<file path="src/two_beam_occupancy_counter_macros.svh">
// Assertion macros for the two-beam occupancy counter.
`ifndef TWO_BEAM_OCCUPANCY_COUNTER_MACROS_SVH
`define TWO_BEAM_OCCUPANCY_COUNTER_MACROS_SVH

// Same-cycle implication, checked out of reset.
`define OBC_ASSERT_NOW(label, clk, rst, ante, cons) \
   label: assert property (@(posedge clk) disable iff (rst) (ante) |-> (cons)) \
      else $error("occupancy counter check failed");

// Next-cycle implication, checked out of reset.
`define OBC_ASSERT_NEXT(label, clk, rst, ante, cons) \
   label: assert property (@(posedge clk) disable iff (rst) (ante) |=> (cons)) \
      else $error("occupancy counter check failed");

`endif

</file>
<file path="src/obc_pkg.sv">
// Types, codes and reset values shared by the occupancy counter modules.
`default_nettype none

package obc_pkg;

   localparam int DEFAULT_COUNT_WIDTH = 16;
   localparam int CSR_INDEX_WIDTH     = 2;
   localparam int REG_WIDTH           = 16;

   localparam logic [CSR_INDEX_WIDTH-1:0] CSR_MAX_CAPACITY  = 2'd0;
   localparam logic [CSR_INDEX_WIDTH-1:0] CSR_TIMEOUT_TICKS = 2'd1;

   localparam logic [REG_WIDTH-1:0] MAX_CAPACITY_RESET  = 16'd10;
   localparam logic [REG_WIDTH-1:0] TIMEOUT_TICKS_RESET = 16'd31;
   localparam logic [REG_WIDTH-1:0] TICK_MAX            = 16'hFFFF;
   localparam logic [15:0]          OCC_MAX             = 16'hFFFF;

   localparam logic OP_SENSOR = 1'b0;
   localparam logic OP_TICK   = 1'b1;

   localparam logic [1:0] STATUS_EMPTY    = 2'd0;
   localparam logic [1:0] STATUS_OCCUPIED = 2'd1;
   localparam logic [1:0] STATUS_FULL     = 2'd2;

   typedef enum logic [1:0] {
      PHASE_IDLE  = 2'd0,
      PHASE_ENTRY = 2'd1,
      PHASE_EXIT  = 2'd2
   } phase_type;

   typedef struct packed {
      logic opcode;
      logic inner_beam;
      logic outer_beam;
   } req_type;

   typedef struct packed {
      logic [15:0] occupancy;
      logic [1:0]  room_status;
      logic        light_on;
      logic [1:0]  phase;
   } rsp_type;

   typedef struct packed {
      logic [REG_WIDTH-1:0] max_capacity;
      logic [REG_WIDTH-1:0] timeout_ticks;
   } cfg_type;

endpackage

`default_nettype wire

</file>
<file path="src/obc_csr.sv">
// Configuration registers: capacity and timeout.
`default_nettype none

module obc_csr (
   input  wire logic                                clock,
   input  wire logic                                reset,
   input  wire logic                                csr_valid,
   output      logic                                csr_ready,
   input  wire logic [obc_pkg::CSR_INDEX_WIDTH-1:0] csr_index,
   input  wire logic [obc_pkg::REG_WIDTH-1:0]       csr_data,
   output      obc_pkg::cfg_type                    cfg
);
   import obc_pkg::*;

   cfg_type cfg_ff;
   cfg_type cfg_in;

   assign csr_ready = 1'b1;
   assign cfg       = cfg_ff;

   always_comb begin
      cfg_in = cfg_ff;
      if (csr_valid) begin
         case (csr_index)
            CSR_MAX_CAPACITY:  cfg_in.max_capacity  = csr_data;
            CSR_TIMEOUT_TICKS: cfg_in.timeout_ticks = csr_data;
            default:           cfg_in = cfg_ff;
         endcase
      end
   end

   always_ff @(posedge clock) begin
      if (reset) begin
         cfg_ff.max_capacity  <= MAX_CAPACITY_RESET;
         cfg_ff.timeout_ticks <= TIMEOUT_TICKS_RESET;
      end else begin
         cfg_ff <= cfg_in;
      end
   end

endmodule

`default_nettype wire

</file>
<file path="src/obc_step.sv">
// Sequence state, people and tick counters, and the per-beat result logic.
`default_nettype none

module obc_step #(
   parameter int COUNT_WIDTH = obc_pkg::DEFAULT_COUNT_WIDTH
) (
   input  wire logic             clock,
   input  wire logic             reset,
   input  wire logic             advance,
   input  wire obc_pkg::req_type item,
   input  wire obc_pkg::cfg_type cfg,
   output      obc_pkg::rsp_type result
);
   import obc_pkg::*;

   localparam int CMP_WIDTH = (COUNT_WIDTH > 16) ? COUNT_WIDTH : 16;
   localparam logic [COUNT_WIDTH-1:0] COUNT_MAX = {COUNT_WIDTH{1'b1}};

   phase_type              phase_ff;
   phase_type              phase_in;
   logic [COUNT_WIDTH-1:0] count_ff;
   logic [COUNT_WIDTH-1:0] count_in;
   logic [REG_WIDTH-1:0]   tick_ff;
   logic [REG_WIDTH-1:0]   tick_in;
   logic [CMP_WIDTH-1:0]   count_ext;

   always_comb begin
      phase_in = phase_ff;
      count_in = count_ff;
      tick_in  = tick_ff;
      if (item.opcode == OP_SENSOR) begin
         case (phase_ff)
            PHASE_ENTRY: begin
               if (item.outer_beam) begin
                  if (count_ff != COUNT_MAX) begin
                     count_in = count_ff + COUNT_WIDTH'(1);
                  end
                  phase_in = PHASE_IDLE;
               end
            end
            PHASE_EXIT: begin
               if (item.inner_beam) begin
                  if (count_ff != '0) begin
                     count_in = count_ff - COUNT_WIDTH'(1);
                  end
                  phase_in = PHASE_IDLE;
               end
            end
            default: begin
               phase_in = PHASE_IDLE;
               if (item.inner_beam) begin
                  phase_in = PHASE_ENTRY;
                  tick_in  = '0;
               end
               if (item.outer_beam) begin
                  phase_in = PHASE_EXIT;
                  tick_in  = '0;
               end
            end
         endcase
      end else if (tick_ff != TICK_MAX) begin
         tick_in = tick_ff + REG_WIDTH'(1);
      end

      // drop an unfinished sequence once the timeout is reached
      if (phase_in != PHASE_IDLE && tick_in >= cfg.timeout_ticks) begin
         phase_in = PHASE_IDLE;
         tick_in  = '0;
      end
   end

   always_comb begin
      count_ext        = CMP_WIDTH'(count_in);
      result.occupancy = (count_ext > CMP_WIDTH'(OCC_MAX)) ? OCC_MAX : count_ext[15:0];
      result.light_on  = (count_in != '0);
      result.phase     = phase_in;
      if (count_in == '0) begin
         result.room_status = STATUS_EMPTY;
      end else if (count_ext >= CMP_WIDTH'(cfg.max_capacity)) begin
         result.room_status = STATUS_FULL;
      end else begin
         result.room_status = STATUS_OCCUPIED;
      end
   end

   always_ff @(posedge clock) begin
      if (reset) begin
         phase_ff <= PHASE_IDLE;
         count_ff <= '0;
         tick_ff  <= '0;
      end else if (advance) begin
         phase_ff <= phase_in;
         count_ff <= count_in;
         tick_ff  <= tick_in;
      end
   end

endmodule

`default_nettype wire

</file>
<file path="src/two_beam_occupancy_counter.sv">
// Top level of the two-beam occupancy counter.
//
// req_ channel: one beat per sensor change (opcode 0, with both beam levels)
// or timer tick (opcode 1). rsp_ channel: one beat per request beat, carrying
// occupancy, room status, light drive and the sequence phase after the beat.
// csr_ channel: register writes (0 max_capacity, 1 timeout_ticks), always
// ready, to be issued only while no request is in flight.
// An accepted request passes through the input register, then the result
// register. Throughput: one beat per cycle while the receiver does not stall;
// the counter update between the two registers sets that figure.
// When the receiver stalls, the result register holds and the input register
// takes one more beat; req_ready then drops until the result is taken.
// Reset: synchronous; clears the phase to idle, both counters to zero, both
// pipeline stages to empty, and loads capacity 10 and timeout 31.
`default_nettype none
`include "two_beam_occupancy_counter_macros.svh"

module two_beam_occupancy_counter #(
   parameter int COUNT_WIDTH = obc_pkg::DEFAULT_COUNT_WIDTH
) (
   input  wire logic                                clock,
   input  wire logic                                reset,
   input  wire logic                                req_valid,
   output      logic                                req_ready,
   input  wire obc_pkg::req_type                    req_data,
   output      logic                                rsp_valid,
   input  wire logic                                rsp_ready,
   output      obc_pkg::rsp_type                    rsp_data,
   input  wire logic                                csr_valid,
   output      logic                                csr_ready,
   input  wire logic [obc_pkg::CSR_INDEX_WIDTH-1:0] csr_index,
   input  wire logic [obc_pkg::REG_WIDTH-1:0]       csr_data
);
   import obc_pkg::*;

   cfg_type cfg;
   req_type item_ff;
   logic    item_valid_ff;
   logic    item_valid_in;
   rsp_type result;
   rsp_type rsp_ff;
   logic    rsp_valid_ff;
   logic    rsp_valid_in;
   logic    advance;
   logic    req_beat;

   obc_csr u_csr (
      .clock     (clock),
      .reset     (reset),
      .csr_valid (csr_valid),
      .csr_ready (csr_ready),
      .csr_index (csr_index),
      .csr_data  (csr_data),
      .cfg       (cfg)
   );

   obc_step #(
      .COUNT_WIDTH (COUNT_WIDTH)
   ) u_step (
      .clock   (clock),
      .reset   (reset),
      .advance (advance),
      .item    (item_ff),
      .cfg     (cfg),
      .result  (result)
   );

   assign advance   = item_valid_ff && (!rsp_valid_ff || rsp_ready);
   assign req_ready = !item_valid_ff || advance;
   assign req_beat  = req_valid && req_ready;
   assign rsp_valid = rsp_valid_ff;
   assign rsp_data  = rsp_ff;

   always_comb begin
      item_valid_in = item_valid_ff;
      if (req_beat) begin
         item_valid_in = 1'b1;
      end else if (advance) begin
         item_valid_in = 1'b0;
      end
      rsp_valid_in = rsp_valid_ff;
      if (advance) begin
         rsp_valid_in = 1'b1;
      end else if (rsp_ready) begin
         rsp_valid_in = 1'b0;
      end
   end

   always_ff @(posedge clock) begin
      if (reset) begin
         item_valid_ff <= 1'b0;
         rsp_valid_ff  <= 1'b0;
      end else begin
         item_valid_ff <= item_valid_in;
         rsp_valid_ff  <= rsp_valid_in;
      end
   end

   always_ff @(posedge clock) begin
      if (req_beat) begin
         item_ff <= req_data;
      end
      if (advance) begin
         rsp_ff <= result;
      end
   end

   `OBC_ASSERT_NOW(a_stall_only_when_full, clock, reset, !req_ready, item_valid_ff && rsp_valid_ff && !rsp_ready)
   `OBC_ASSERT_NEXT(a_empty_pipe_latency, clock, reset, req_beat && !item_valid_ff && !rsp_valid_ff, advance ##1 rsp_valid)
   `OBC_ASSERT_NOW(a_light_matches_count, clock, reset, rsp_valid, rsp_data.light_on == (rsp_data.occupancy != 16'd0))
   `OBC_ASSERT_NOW(a_empty_status, clock, reset, rsp_valid, (rsp_data.room_status == STATUS_EMPTY) == (rsp_data.occupancy == 16'd0))

endmodule

`default_nettype wire

</file>
<file path="config.mk">
export PLATFORM = sky130hd
export DESIGN_NAME = two_beam_occupancy_counter
export DESIGN_NICKNAME = d
export VERILOG_FILES = /design/src/obc_pkg.sv /design/src/obc_csr.sv /design/src/obc_step.sv /design/src/two_beam_occupancy_counter.sv
export VERILOG_INCLUDE_DIRS = /design/src /design/src/src
export SDC_FILE = /design/constraint.sdc
export NUM_CORES = 1
export LEC_CHECK = 0
export BUFFER_PORTS_ARGS = -buffer_cell sky130_fd_sc_hd__buf_2
export CORE_UTILIZATION = 45
export DETAILED_ROUTE_END_ITERATION = 10
export SLEW_MARGIN = 10
export SYNTH_ARGS = -nofsm -noshare
export SYNTH_HDL_FRONTEND = slang
export SYNTH_SLANG_ARGS = --single-unit
export TNS_END_PERCENT = 100
</file>
<file path="constraint.sdc">
create_clock -name clock -period 3.9 [get_ports clock]
set_input_delay 0.78 -clock clock [delete_from_list [all_inputs] [get_ports clock]]
set_output_delay 0.78 -clock clock [all_outputs]
set_load 0.02 [all_outputs]
</file>
Word level (Yosys, flattened, before mapping)
Index checks and enable logic that the tools add are counted.

operators by class
  add/subtract/negate cells = 3
  order comparisons = 3
  equal/unequal tests = 5
  mux-type cells = 24
  reduce and logical (&&, ||, !) cells = 17

operators with widths
  kind                                                    count
  two-way mux 16 bit                                      11
  adder 16 x 1 -> 16 bit (second input constant)          2
  greater-or-equal comparator 16 bit                      2
  inequality test 16 bit (second input constant)          2
  case mux 16 bit (2 select lines)                        1
  nonzero test 16 bit                                     2
  greater-than comparator 16 bit (second input constant)  1
  zero test 16 bit                                        1
  subtractor 16 x 1 -> 16 bit (second input constant)     1
  two-way mux 2 bit                                       6
  nonzero test 2 bit                                      3
  two-way mux 1 bit                                       5
  equality test 2 x 1 -> 1 bit (second input constant)    2
  case mux 2 bit (2 select lines)                         1
  AND reduction 2 bit                                     2
  logical AND 1 bit                                       3
  equality test 2 bit (second input constant)             1
  zero test 1 bit                                         2
  zero test 2 bit                                         1
  logical OR 1 bit                                        2
  OR reduction 2 bit                                      1

word-level totals
  register bits after elaboration = 92
  input bits = 26
  output and inout bits = 24
  word-level logic and storage cells = 66

Depth between registers and ports, before layout
  depth after elaboration = 7
  depth in mapped cells = 17
  gate-level depth less buffers = 16

By module
From an unflattened synthesis, not the netlist that was laid out.

unflattened totals
  cell total of the unflattened synthesis = 681
  area total of the unflattened synthesis = 5918.2 um2

by module, submodules not included
  module                      times used  cells each  area an instance (um2)  seq. area each (um2)
  obc_step                    1           517         3753.6                  680.7
  obc_csr                     1           130         1340.0                  640.6
  two_beam_occupancy_counter  1           34          824.5                   760.7

Least setup slack after synthesis
Ideal clock, no wire load.

  path type = register -> register
  start point = register u_step.tick_ff[0]
  end point = register u_step.tick_ff[0]
  arrival time = 3520 ps
  required time = 3794 ps
  setup slack = 274 ps
  stages on the path, launching flop included = 18
  buffers on the path = 3
  cells stage by stage = dfxtp_1 ha_1 and3_1 clkbuf_1 a41oi_1 clkbuf_1 nand3_1 mux2i_1 ha_1 a21o_1 a21o_1 a21oi_1 nor2b_1 o21ai_0 a21oi_1 a211o_1 clkbuf_1 o311ai_0

between the ends
  word-level cells in the longest chain between the ends = 7

RTL lines
  element                                                         RTL line        source
  start: declaration                                              obc_step.sv:23  logic [REG_WIDTH-1:0] tick_ff;
  start signal: assignment                                        obc_step.sv:94  tick_ff <= tick_in;
  branches (longest 3 deep; another with adder 16 x 1 -> 16 bit)  n/a
  two-way mux 16 bit (*)                                          obc_step.sv:31  if (item.opcode == OP_SENSOR) begin
  greater-or-equal comparator 16 bit                              obc_step.sv:66  if (phase_in != PHASE_IDLE && tick_in >= cfg.timeout_ticks) begin
  logical AND 1 bit                                               obc_step.sv:66
  two-way mux 16 bit (*)                                          obc_step.sv:66

Every way passes the cells marked *.
A chain may end at the register's enable or synchronous reset.

Final worst setup path
  start point = register u_step.phase_ff[0]
  end point = register rsp_ff (netlist bit rsp_data[4]) (data pin)

between the ends
  word-level cells in the longest chain between the ends = 5

RTL lines
  element                                                                     RTL line                           source
  start: declaration                                                          obc_step.sv:19                     phase_type phase_ff;
  start signal: assignment                                                    obc_step.sv:92                     phase_ff <= phase_in;
  equality test 2 bit / equality test 2 x 1 -> 1 bit (equally long branches)  obc_step.sv:32                     case (phase_ff)
  case mux 16 bit (2 select lines) (*)                                        obc_step.sv:32
  two-way mux 16 bit (*)                                                      obc_step.sv:31
  greater-or-equal comparator 16 bit                                          obc_step.sv:79                     end else if (count_ext >= CMP_WIDTH'(cfg.max_capacity)) begin
  two-way mux 2 bit                                                           obc_step.sv:79
  end signal: assignment                                                      two_beam_occupancy_counter.sv:104  rsp_ff <= result;
  end: declaration                                                            two_beam_occupancy_counter.sv:41   rsp_type rsp_ff;

Mark *: on every way between the ends. The rest lies on a longest branch, timed or not.

==> impl_metrics.py <==
metrics = {
    "routing": {
        "drc_errors": 0,
        "vias": 5421,
        "viasPerCell": 5.80,
        "drt-pass1-iter-count": 6,
        "ant_nets": 0,
        "drtIter0Drc": 408,
        "wire_per_inst_um": 17.2,
        "wirelength_um": 16100,
    },
    "global_route": {
        "grt_pass1_wl_um": 25400,
        "grt_max_degree": 54,
        "antenna_found_initial": 0,
        "track_usage_pct": 25.1,
        "first_global_vias": 5057,
        "grt-ovfl-total": 0,
    },
    "synth": {
        "syn-num-nets": 775,
        "synthCells": 711,
        "async_flop_share_pct": 0,
        "ys_warn_count": 0,
        "synth_edf_count": 24,
        "ys_ff_latch": 92,
        "yosysSeqAreaShare_pct": 36.2,
        "synth_area_per_cell_um2": 8.08,
        "syn_area_um2": 5750,
        "synth.distinct_cells": 75,
        "ys.flop_type": "dfxtp_1",
    },
    "layout": {
        "nFillCells": 1225,
        "drive_above_1_share_pct": 15.8,
        "utilization_pct": 53.7,
        "final_area_um2": 6560,
        "area_growth_pct": 14.2,
        "antenna_cells": 0,
        "multi_input_area_um2": 3270,
        "final_nets": 826,
        "seqCellArea_um2": 2080,
        "instances_no_fill": 935,
    },
    "sta": {
        "tightest_slew_ps": 977,
        "setup_viol": 0,
        "final_hold_viol_count": 0,
        "rsz0062_at_grt": "false",
        "period_share_pct": 94.2,
        "skew_ps": 7.69,
        "report.final.slew_viol_count": 0,
        "fmax_mhz": 272,
        "maxSlewHeadroom_pct": 34.6,
        "period_needed_ps": 3680,
        "tns_ps": 0,
    },
    "critical_path": {
        "critPathTopFamily": "compound AO/OA/AOI/OAI gates",
        "path_max_fanout": 7,
        "critical_path_arrival_ps": 3780,
        "r2r-end": "rsp_data[4]$_SDFFCE_PN0P_",
        "cp_slowest_cell": "or4_1",
        "cp_cell_sequence": "inv_1 > ha_1 > or2_2 > or4_1 > a21oi_2 > a21oi_4 > ha_1 > nand2b_1 > a21o_1 > a21o_1 > a211o_1 > a21oi_1 > o21ai_0 > a21oi_1 > nor2_1",
        "cpPeakStageDelay_ps": 530,
        "r2r_setup_slack_ps": 220,
        "regToRegStartpoint": "u_step.phase_ff[0]$_SDFFE_PP0P_",
        "worst-path-buf-inv": 1,
        "critPathKind": "reg -> reg",
        "end_kind": "flip-flop",
        "worstRegToRegCells": 15,
        "cp.required_ps": 4010,
        "cp-start-kind": "flip-flop",
    },
    "hold_path": {
        "hp-start": "u_csr.cfg[22]$_SDFFE_PP0P_",
        "hold_path_end": "u_csr.cfg[22]$_SDFFE_PP0P_",
        "hp-class": "reg -> reg",
        "whs_path_depth": 2,
    },
    "placed_design": {
        "dpl-instance-area_um2": 6270,
        "port-buffer-count": 48,
        "place_hpwl_um": 12000,
        "gp_routability_congestion": 0.993,
        "dpl.cell_count": 918,
    },
    "floorplan": {
        "ios": 50,
        "die_w_um": 115,
        "chipHeight_um": 115,
        "start_util_pct": 47.0,
        "die-area_um2": 13200,
        "rows": 40,
        "coreArea_um2": 12200,
    },
    "run_status": {
        "status": "finished clean",
    },
    "cts": {
        "clock_latency_ps": 360,
        "hold_buffers": 0,
        "cts_sinks": 92,
        "tritoncts": "built",
        "root_buffer": "clkbuf_16",
        "h-tree-depth": 3,
        "cts_buffers": 9,
        "clkTransAtPathRegs_ps": 70,
        "clockBufferDepth": 2,
    },
    "power": {
        "powerDensity_nw_per_um2": 338,
        "leakage_nw": 2.62,
        "vdd_drop_max_mv": 0.233,
    },
    "run": {
        "cap_violations": 0,
    },
}
-- per-layer routing --
metal | GRT usage [%] | part of all wire, % | up-vias
li1 | - | - | 2683
met1 | 31.9 | 44 | 2538
met2 | 41.5 | 47 | 161
met3 | 3.64 | 4.6 | 39
met4 | 13.2 | 3.8 | 0
met5 | 0 | 0 | -
-- per-stage QoR --
stage	setup slack (ps)	total power, mW	hold WS, ps
2_1_floorplan	274	1.29	436
3_3_place_gp	296	1.39	446
3_5_place_dp	214	1.40	447
4_1_cts	151	2.23	457
5_1_grt	2.11	2.30	471
6_report	224	2.22	458
-- worst max path at each step --
stage	from	slack [ps]	endpoint	cells past startpoint
3_5_place_dp	u_step.phase_ff[0]$_SDFFE_PP0P_	210	u_step.tick_ff[0]$_SDFFE_PP0P_	15
5_1_grt	u_step.tick_ff[0]$_SDFFE_PP0P_	2	u_step.tick_ff[15]$_SDFFE_PP0P_	16
4_1_cts	u_step.phase_ff[0]$_SDFFE_PP0P_	150	u_step.tick_ff[15]$_SDFFE_PP0P_	16
2_1_floorplan	u_step.tick_ff[0]$_SDFFE_PP0P_	270	u_step.tick_ff[0]$_SDFFE_PP0P_	17
6_report	u_step.phase_ff[0]$_SDFFE_PP0P_	220	rsp_data[4]$_SDFFCE_PN0P_	15
3_3_place_gp	u_step.phase_ff[0]$_SDFFE_PP0P_	300	rsp_data[4]$_SDFFCE_PN0P_	15
-- tightest hold or removal path: cells and delay by family (launching register included) --
family           cells  cell delay, ps
AO/OA/AOI/OAI        1              50
flip-flops           1             310
AND/OR/NAND/NOR      1              50
-- Yosys cell counts (17+ instances only) --
library cell / count / area (um^2)
nand2_1: 108 / 405
ha_1: 38 / 475
a21oi_1: 51 / 255
edfxtp_1: 24 / 721
o21ai_0: 49 / 245
dfxtp_1: 68 / 1360
clkbuf_1: 32 / 120
nand3_1: 26 / 130
inv_1: 53 / 199
nor3_1: 20 / 100
nand4_1: 17 / 106
nor2_1: 39 / 146
-- what timing repair did --
action                                  in CTS  in global routing
endpoints found under the setup margin       0                 20
resized for setup                            0                  6
buffers inserted                             0                  1
-- cells in the final DEF (no fill, tap or decap), types with 17 or more instances in the layout --
| master | instances |
|---|---|
| nand3_1 | 26 |
| dfxtp_1 | 68 |
| ha_1 | 38 |
| edfxtp_1 | 24 |
| inv_1 | 53 |
| nand4_1 | 17 |
| buf_4 | 36 |
| buf_2 | 48 |
| o21ai_0 | 47 |
| nand2_1 | 108 |
| nor3_1 | 20 |
| a21oi_1 | 51 |
| nor2_1 | 39 |
-- logic make-up (layout without fill, tap and decap cells) --
family,count (synthesis),count (layout),share of synthesized area [%]
adders and majority gates,38,38,8.28
DFF,92,92,36.2
AOI/OAI and AO/OA,193,193,22.0
muxes,1,1,0.174
buffers and inverters,99,155,7.01
other,1,1,0.0653
and+or+nand+nor,287,287,26.3
-- report_power, final --
part           total [mW]  leakage [nW]  switching (mW)  internal (mW)
combinational       0.328          1.70           0.204          0.124
sequential           1.06         0.781          0.0368           1.02
clock               0.832         0.133           0.394          0.438
total                2.22          2.62           0.635           1.58
-- final cells by class --
type	count	area share, %
clock buffers	10	3.49
clock inverters	6	0.725
inverters	55	3.15
multi-input cells	520	49.9
flip-flops and latches	92	31.7
well taps	168	3.20
repair buffers	84	7.78
-- flip-flops by register name, summed over array words and instances, names as in the netlist --
signal,count
u_csr.cfg,32
item_ff,3
u_step.count_ff,16
u_step.phase_ff,2
item_valid_ff,1
u_step.tick_ff,16
rsp_data,21
rsp_valid,1
Note: power is estimated with default switching activity, not from simulation.
